## src/rtl/core/alfwm_pkg.sv

```systemverilog
// ----------------------------------------------------------------------------
// alfwm_pkg
// Shared types and constants for the admission limited fifo wait meter.
// ----------------------------------------------------------------------------
package alfwm_pkg;

	localparam int DEPTH_DEF = 64;
	localparam int ID_W      = 16;
	localparam int TIME_W    = 32;
	localparam int OCC_W     = 7;
	localparam int CNT_W     = 16;
	localparam int SUM_W     = 48;
	localparam int STAT_W    = 3;
	localparam int ADDR_W    = 3;

	localparam logic [OCC_W-1:0] CAP_RESET   = 7'd64;
	localparam logic [CNT_W-1:0] LIMIT_RESET = 16'hffff;

	typedef enum logic [STAT_W-1:0] {
		ST_ENQUEUED = 3'd0,
		ST_REFUSED  = 3'd1,
		ST_DROPPED  = 3'd2,
		ST_DEQUEUED = 3'd3,
		ST_EMPTY    = 3'd4,
		ST_FINISHED = 3'd5
	} status_t;

	typedef enum logic [0:0] {
		REG_CAPACITY = 1'b0,
		REG_LIMIT    = 1'b1
	} reg_idx_t;

	typedef enum logic [0:0] {
		OP_ENQ = 1'b0,
		OP_DEQ = 1'b1
	} op_t;

	typedef struct packed {
		logic [ID_W-1:0]   id;
		logic [TIME_W-1:0] stamp;
	} entry_t;

	typedef struct packed {
		logic [OCC_W-1:0] capacity;
		logic [CNT_W-1:0] limit;
	} cfg_t;

endpackage

```

## src/rtl/core/alfwm_cell.sv

```systemverilog
// ----------------------------------------------------------------------------
// alfwm_cell
// One queue slot: loads an arriving item or takes its upper neighbor's
// entry when the head is removed.
// ----------------------------------------------------------------------------
module alfwm_cell (
	input  logic            clk,
	input  logic            load,
	input  logic            shift,
	input  alfwm_pkg::entry_t load_data,
	input  alfwm_pkg::entry_t next_data,
	output alfwm_pkg::entry_t data_q
);

	always_ff @(posedge clk) begin
		if (load) begin
			data_q <= load_data;
		end else if (shift) begin
			data_q <= next_data;
		end
	end

endmodule

```

## src/rtl/core/alfwm_cfg.sv

```systemverilog
// ----------------------------------------------------------------------------
// alfwm_cfg
// Configuration registers behind the APB port: capacity and arrival limit.
// ----------------------------------------------------------------------------
module alfwm_cfg (
	input  logic                           clk,
	input  logic                           arst_n,
	input  logic                           psel,
	input  logic                           penable,
	input  logic                           pwrite,
	input  logic [alfwm_pkg::ADDR_W-1:0]   paddr,
	input  logic [31:0]                    pwdata,
	output logic [31:0]                    prdata,
	output logic                           pready,
	output alfwm_pkg::cfg_t                cfg
);

	alfwm_pkg::cfg_t     cfg_q;
	alfwm_pkg::reg_idx_t idx;
	logic                wr_en;

	assign pready = 1'b1;
	assign idx    = alfwm_pkg::reg_idx_t'(paddr[2]);
	assign wr_en  = psel & penable & pwrite & pready;
	assign cfg    = cfg_q;

	always_ff @(posedge clk or negedge arst_n) begin
		if (!arst_n) begin
			cfg_q.capacity <= alfwm_pkg::CAP_RESET;
			cfg_q.limit    <= alfwm_pkg::LIMIT_RESET;
		end else if (wr_en) begin
			unique case (idx)
				alfwm_pkg::REG_CAPACITY: cfg_q.capacity <= pwdata[alfwm_pkg::OCC_W-1:0];
				alfwm_pkg::REG_LIMIT:    cfg_q.limit    <= pwdata[alfwm_pkg::CNT_W-1:0];
				default: ;
			endcase
		end
	end

	always_comb begin
		prdata = '0;
		unique case (idx)
			alfwm_pkg::REG_CAPACITY: prdata = 32'(cfg_q.capacity);
			alfwm_pkg::REG_LIMIT:    prdata = 32'(cfg_q.limit);
			default:                 prdata = '0;
		endcase
	end

endmodule

```

## src/rtl/core/admission_limited_fifo_wait_meter.sv

```systemverilog
// ----------------------------------------------------------------------------
// admission_limited_fifo_wait_meter
// Bounded fifo of item ids with entry stamps, built as a row of shifting
// cells; reports wait time, occupancy, head/tail ids and running counters.
// ----------------------------------------------------------------------------
// the result of an item is registered and strobed on done in the cycle after start
// throughput: one item per cycle, busy stays low; enqueue loads the cell at
// the occupancy index, dequeue shifts the whole row one cell toward the head
// reset clears occupancy, counters, wait sum and registers; cell contents are
// left as they are and are never read before written
// ----------------------------------------------------------------------------
module admission_limited_fifo_wait_meter #(
	parameter int DEPTH = alfwm_pkg::DEPTH_DEF
) (
	input  logic                              clk,
	input  logic                              arst_n,
	input  logic                              start,
	output logic                              busy,
	input  logic                              opcode,
	input  logic [alfwm_pkg::ID_W-1:0]        item_id,
	input  logic [alfwm_pkg::TIME_W-1:0]      now_time,
	output logic                              done,
	output logic [alfwm_pkg::STAT_W-1:0]      status,
	output logic [alfwm_pkg::ID_W-1:0]        out_id,
	output logic [alfwm_pkg::TIME_W-1:0]      out_wait_time,
	output logic [alfwm_pkg::OCC_W-1:0]       occupancy_now,
	output logic [alfwm_pkg::ID_W-1:0]        head_id,
	output logic [alfwm_pkg::ID_W-1:0]        tail_id,
	output logic [alfwm_pkg::CNT_W-1:0]       tried_total,
	output logic [alfwm_pkg::CNT_W-1:0]       added_total,
	output logic [alfwm_pkg::CNT_W-1:0]       removed_total,
	output logic [alfwm_pkg::SUM_W-1:0]       wait_sum,
	input  logic                              psel,
	input  logic                              penable,
	input  logic                              pwrite,
	input  logic [alfwm_pkg::ADDR_W-1:0]      paddr,
	input  logic [31:0]                       pwdata,
	output logic [31:0]                       prdata,
	output logic                              pready
);

	localparam int IW   = $clog2(DEPTH) + 1;
	localparam int CMPW = (IW > alfwm_pkg::OCC_W) ? IW : alfwm_pkg::OCC_W;
	localparam int OW   = alfwm_pkg::OCC_W;
	localparam int CW   = alfwm_pkg::CNT_W;
	localparam int SW   = alfwm_pkg::SUM_W;

	alfwm_pkg::cfg_t   cfg;
	alfwm_pkg::entry_t cells [DEPTH];
	alfwm_pkg::entry_t next_of [DEPTH];
	alfwm_pkg::entry_t in_entry;
	logic [DEPTH-1:0]  load_vec;

	logic [OW-1:0]           occ_q;
	logic [CW-1:0]           tried_q;
	logic [CW-1:0]           added_q;
	logic [CW-1:0]           removed_q;
	logic [SW-1:0]           acc_q;
	logic [alfwm_pkg::ID_W-1:0] tail_q;

	logic                    is_deq;
	logic                    limit_hit;
	logic                    full;
	logic                    enq_store;
	logic                    deq_do;
	logic [CMPW-1:0]         eff_cap;
	logic [alfwm_pkg::TIME_W-1:0] wait_t;
	logic [SW:0]             acc_add;
	logic [SW-1:0]           acc_next;
	logic [OW-1:0]           occ_next;
	logic [CW-1:0]           tried_next;
	alfwm_pkg::status_t      st;
	logic [alfwm_pkg::ID_W-1:0] oid;
	logic [alfwm_pkg::ID_W-1:0] head_next;
	logic [alfwm_pkg::ID_W-1:0] tail_next;

	logic                    done_s1;
	alfwm_pkg::status_t      status_s1;
	logic [alfwm_pkg::ID_W-1:0] oid_s1;
	logic [alfwm_pkg::TIME_W-1:0] wait_s1;
	logic [alfwm_pkg::ID_W-1:0] head_s1;
	logic [alfwm_pkg::ID_W-1:0] tail_s1;

	alfwm_cfg u_cfg (
		.clk     (clk),
		.arst_n  (arst_n),
		.psel    (psel),
		.penable (penable),
		.pwrite  (pwrite),
		.paddr   (paddr),
		.pwdata  (pwdata),
		.prdata  (prdata),
		.pready  (pready),
		.cfg     (cfg)
	);

	assign busy           = 1'b0;
	assign in_entry.id    = item_id;
	assign in_entry.stamp = now_time;
	assign is_deq         = (alfwm_pkg::op_t'(opcode) == alfwm_pkg::OP_DEQ);

	// capacity above the cell count is clamped to it
	assign eff_cap   = (CMPW'(cfg.capacity) > CMPW'(DEPTH)) ? CMPW'(DEPTH)
	                                                         : CMPW'(cfg.capacity);
	assign limit_hit = (tried_q >= cfg.limit);
	assign full      = (CMPW'(occ_q) >= eff_cap);
	assign enq_store = start && !is_deq && !limit_hit && !full;
	assign deq_do    = start && is_deq && (occ_q != '0);

	genvar gi;
	generate
		for (gi = 0; gi < DEPTH; gi++) begin : g_cell
			assign load_vec[gi] = enq_store && (IW'(occ_q) == IW'(gi));
			if (gi == DEPTH - 1) begin : g_last
				assign next_of[gi] = cells[gi];
			end else begin : g_mid
				assign next_of[gi] = cells[gi+1];
			end
			alfwm_cell u_cell (
				.clk       (clk),
				.load      (load_vec[gi]),
				.shift     (deq_do),
				.load_data (in_entry),
				.next_data (next_of[gi]),
				.data_q    (cells[gi])
			);
		end
	endgenerate

	assign wait_t   = now_time - cells[0].stamp;
	assign acc_add  = {1'b0, acc_q} + (SW+1)'(wait_t);
	assign acc_next = acc_add[SW] ? {SW{1'b1}} : acc_add[SW-1:0];

	always_comb begin
		st         = alfwm_pkg::ST_EMPTY;
		oid        = '0;
		occ_next   = occ_q;
		tried_next = tried_q;
		if (!is_deq) begin
			if (limit_hit) begin
				st  = alfwm_pkg::ST_REFUSED;
				oid = item_id;
			end else begin
				tried_next = tried_q + CW'(1);
				if (full) begin
					st  = alfwm_pkg::ST_DROPPED;
					oid = item_id;
				end else begin
					st       = alfwm_pkg::ST_ENQUEUED;
					occ_next = occ_q + OW'(1);
				end
			end
		end else if (occ_q == '0) begin
			st = limit_hit ? alfwm_pkg::ST_FINISHED : alfwm_pkg::ST_EMPTY;
		end else begin
			st       = alfwm_pkg::ST_DEQUEUED;
			oid      = cells[0].id;
			occ_next = occ_q - OW'(1);
		end
	end

	// head and tail as seen after this item
	always_comb begin
		if (occ_next == '0) begin
			head_next = '0;
		end else if (deq_do) begin
			head_next = cells[1].id;
		end else if (enq_store && (occ_q == '0)) begin
			head_next = item_id;
		end else begin
			head_next = cells[0].id;
		end
		if (enq_store) begin
			tail_next = item_id;
		end else if (occ_next == '0) begin
			tail_next = '0;
		end else begin
			tail_next = tail_q;
		end
	end

	always_ff @(posedge clk or negedge arst_n) begin
		if (!arst_n) begin
			occ_q     <= '0;
			tried_q   <= '0;
			added_q   <= '0;
			removed_q <= '0;
			acc_q     <= '0;
			done_s1   <= 1'b0;
		end else begin
			done_s1 <= start;
			if (start) begin
				occ_q   <= occ_next;
				tried_q <= tried_next;
			end
			if (enq_store) begin
				added_q <= added_q + CW'(1);
			end
			if (deq_do) begin
				removed_q <= removed_q + CW'(1);
				acc_q     <= acc_next;
			end
		end
	end

	always_ff @(posedge clk) begin
		if (enq_store) begin
			tail_q <= item_id;
		end
		if (start) begin
			status_s1 <= st;
			oid_s1    <= oid;
			wait_s1   <= deq_do ? wait_t : '0;
			head_s1   <= head_next;
			tail_s1   <= tail_next;
		end
	end

	assign done          = done_s1;
	assign status        = status_s1;
	assign out_id        = oid_s1;
	assign out_wait_time = wait_s1;
	assign occupancy_now = occ_q;
	assign head_id       = head_s1;
	assign tail_id       = tail_s1;
	assign tried_total   = tried_q;
	assign added_total   = added_q;
	assign removed_total = removed_q;
	assign wait_sum      = acc_q;

endmodule

```

## config.mk

```make
export PLATFORM = sky130hd
export DESIGN_NAME = admission_limited_fifo_wait_meter
export DESIGN_NICKNAME = d
export VERILOG_FILES = /design/src/rtl/core/alfwm_pkg.sv /design/src/rtl/core/alfwm_cell.sv /design/src/rtl/core/alfwm_cfg.sv /design/src/rtl/core/admission_limited_fifo_wait_meter.sv
export SDC_FILE = /design/constraint.sdc
export NUM_CORES = 2
export LEC_CHECK = 0
export BUFFER_PORTS_ARGS = -buffer_cell sky130_fd_sc_hd__buf_2
export CAP_MARGIN = 0
export CORE_ASPECT_RATIO = 1.1
export CORE_UTILIZATION = 60
export CTS_CLUSTER_SIZE = 8
export DETAILED_ROUTE_END_ITERATION = 10
export PLACE_DENSITY = 0.77
export SLEW_MARGIN = 20
export SYNTH_ARGS = -nofsm -noshare
export SYNTH_HDL_FRONTEND = slang
export SYNTH_SLANG_ARGS = --single-unit
```

## constraint.sdc

```tcl
create_clock -name clk -period 8.2 [get_ports clk]
set_input_delay 1.23 -clock clk [delete_from_list [all_inputs] [get_ports clk]]
set_output_delay 1.23 -clock clk [all_outputs]
set_load 0.01 [all_outputs]
```

==> impl_metrics.yaml <==
critical_path:
  worstPathMaxFanout: 23
  endpoint_kind: "flop"
  worstPathRequired_ns: 9.04
  crit_path_start_kind: "input port"
  crit_start: "now_time[6]"
  worstPathArrival_ns: 7.05
  rr_startpoint: "g_cell[0].u_cell.data_q[4]$_DFFE_PP_"
  crit_type: "input port to flop"
floorplan:
  dieHeight_um: 516
  die-area_mm2: 0.242
  num_io_pins: 311
  std_cell_rows: 188
  start_util_pct: 60.3
  die_x_um: 469
  core_mm2: 0.239
placement:
  port_buffers: 274
  gp_congestion: 0.901
  dp_hpwl_um: 215000
  pre_cts_ws_ns: 1.23
cts:
  clockRootBuffer: "clkbuf_16"
  post-cts-setup-buffers: 0
  cts_resized: 0
  cts_inserted_buffers: 455
  cts_max_path_buffers: 4
  cts.sinks: 3298
  cts_tree: "done"
  htreeDepth: 5
  clkTransAtPathRegs_ns: 0.06
  clk_latency_ns: 0.93
  cts_hold_buf: 0
timing:
  finalHoldViolations: 0
  fin_crit_ns: 6.21
  postLayoutSetupSlackWorst_ns: 1.99
  maxSlewViolCount: 0
  finalSetupViolations: 0
  setup_tns_ns: 0
  rsz0062_at_grt: "no"
  fmax_mhz: 161
  fin_crit_sh_pct: 75.7
  tightest_slew_ns: 1.20
  final.setup_skew_ns: 0.0845
  slew_headroom_pct: 20.2
yosys:
  yosys.area.top_type: "edfxtp_1"
  yosys_most_used_dff: "edfxtp_1"
  synth.avg_cell_area_um2: 17.1
  yosys.area.top_type_share_pct: 66.2
  synth_edf_count: 3171
  ys_seq_area_share_pct: 68.4
  syn_inst: 8432
  synth_async_sr_flop_share_pct: 3.85
  synth-seq-cells: 3298
  syn_area_mm2: 0.144
  synth_area_leaders: "edfxtp_1, mux2_2, dfrtp_1, clkbuf_1, nand2_1"
  yosysWarnings: 0
  synth.distinct_cells: 75
finish:
  areaGrowthSynthToFinish_pct: 11.6
  final_cell_mix: "edfxtp_1, mux2_2, clkbuf_16"
  nets: 8811
  fillers: 15329
  regArea_mm2: 0.0984
  final_common_cell: "edfxtp_1"
  drive_gt1_share_pct: 47.1
  multi_input_comb_area_mm2: 0.0426
  final_util_pct: 67.3
global_route:
  grt_pass1_vias: 78410
  grt_usage_pct: 30.7
  antenna_found_initial: 36
  grt_overflow: 0
  grt_pass1_wl_um: 538000
  grt_max_degree: 76
drt:
  via_per_inst: 6.39
  first_pass_iters: 5
  postRouteAntennaNets: 0
  wirelength_um: 371000
  drtIter0Drc: 7586
  wl_per_cell_um: 31.2
  vias: 75964
  drc_errors: 0
run:
  cap_violations: 0
run_status:
  status: "complete, no violations"
power:
  p_leak_uw: 0.0554
  powerDensity_mw_per_mm2: 275
  peakVddDrop_v: 0.000240
worst_hold_path:
  worstHoldPathType: "input port to asynchronous set/reset pin"
state kept, by name (all words and copies together) (netlist names):
name and flops:
g_cell.u_cell.data_q 3072, wait_sum 48, out_wait_time 32, u_cfg.cfg 23
added_total 16, head_id 16, out_id 16, removed_total 16
tail_id 16, tail_q 16, tried_total 16, occupancy_now 7
status 3, done 1
worst max-delay path, cell delays in order:
cell and delay [ns]:
buf_4 0.34, ha_1 0.36, or2_2 0.29, a21oi_1 0.19
a31oi_1 0.11, a2111oi_0 0.79, o31ai_1 0.30, a221oi_1 0.33
buf_4 0.18, a21o_1 0.19, o221ai_1 0.22, xor2_1 0.20
ha_1 0.38, o2111ai_1 0.19, nor3_1 0.28, o21ai_0 0.13
a21oi_1 0.47, clkinv_1 0.37, buf_4 0.29, a31oi_1 0.19
power by group:
| group | internal (uW) | total, uW | switching [uW] |
|---|---|---|---|
| logic | 2170 | 6080 | 3910 |
| clock network | 9950 | 16600 | 6640 |
| registers | 20800 | 21500 | 715 |
| total | 32900 | 44100 | 11300 |
path summary, 6_finish.rpt:
| path | to | slack (ns) | cells after the start |
|---|---|---|---|
| min in group clk | added_total[15]$_DFFE_PN0P_ | 0.47 | 1 |
| max reg2reg | wait_sum[12]$_DFFE_PN0P_ | 2.17 | 20 |
| min | wait_sum[19]$_DFFE_PN0P_ | 0.36 | 1 |
| min reg2reg | added_total[15]$_DFFE_PN0P_ | 0.47 | 1 |
| max | wait_sum[12]$_DFFE_PN0P_ | 1.99 | 20 |
| max in group asynchronous | added_total[8]$_DFFE_PN0P_ | 6.32 | 2 |
layout make-up:
type                       count  share of cell area, %
clock inverter                17                  0.140
timing repair buffer         466                   1.87
inverter                      93                  0.218
antenna                        6                0.00936
clock buffer                 555                   7.42
tap                         3135                   2.44
multi-input combinational   4310                   26.6
sequential                  3298                   61.3
Yosys cell counts (16+ instances only):
cell type  number
xor2_1         42
a22o_1         16
dfrtp_1       110
ha_1           95
xnor2_1        67
a21o_1         36
nor2_1        127
and3_1         35
nand3_1        43
buf_4          57
buf_2         209
nand4_1        28
clkbuf_1      410
mux2_2       3013
nor3_1         18
o21ai_0        83
buf_1          61
a31oi_1        47
inv_1          91
nand2_1       349
edfxtp_1     3171
and2_1         44
a21oi_1        78
o31ai_1        21
dfstp_2        17
routing by layer:
metal	up-vias	track usage, %	routed length (um)
met3	866	5.51	26700
met5	-	0	62
met4	8	18.6	25200
met1	39392	36.5	133000
met2	3271	51.9	186000
li1	32427	-	-
through the flow:
stage	total power, uW	hold slack, ns	cells	cell area, um2
6_report	44100	0.365	11880	160000
2_1_floorplan	25300	0.490	8448	144000
3_3_place_gp	27600	0.460	11298	148000
4_1_cts	44200	0.355	11874	160000
5_1_grt	45500	0.408	11876	160000
3_5_place_dp	27700	0.470	11302	148000
logic make-up after synthesis:
group	after synthesis	synth area share (%)
AO/OA/AOI/OAI	359	1.61
buffers and inverters	840	2.57
adder cells (fa/ha/maj)	97	0.854
multiplexers	3018	23.6
other	2	0.00522
flip-flops	3298	68.4
AND/OR/NAND/NOR	709	2.25
XOR/XNOR	109	0.664
Note: power is estimated with default switching activity, not from simulation.
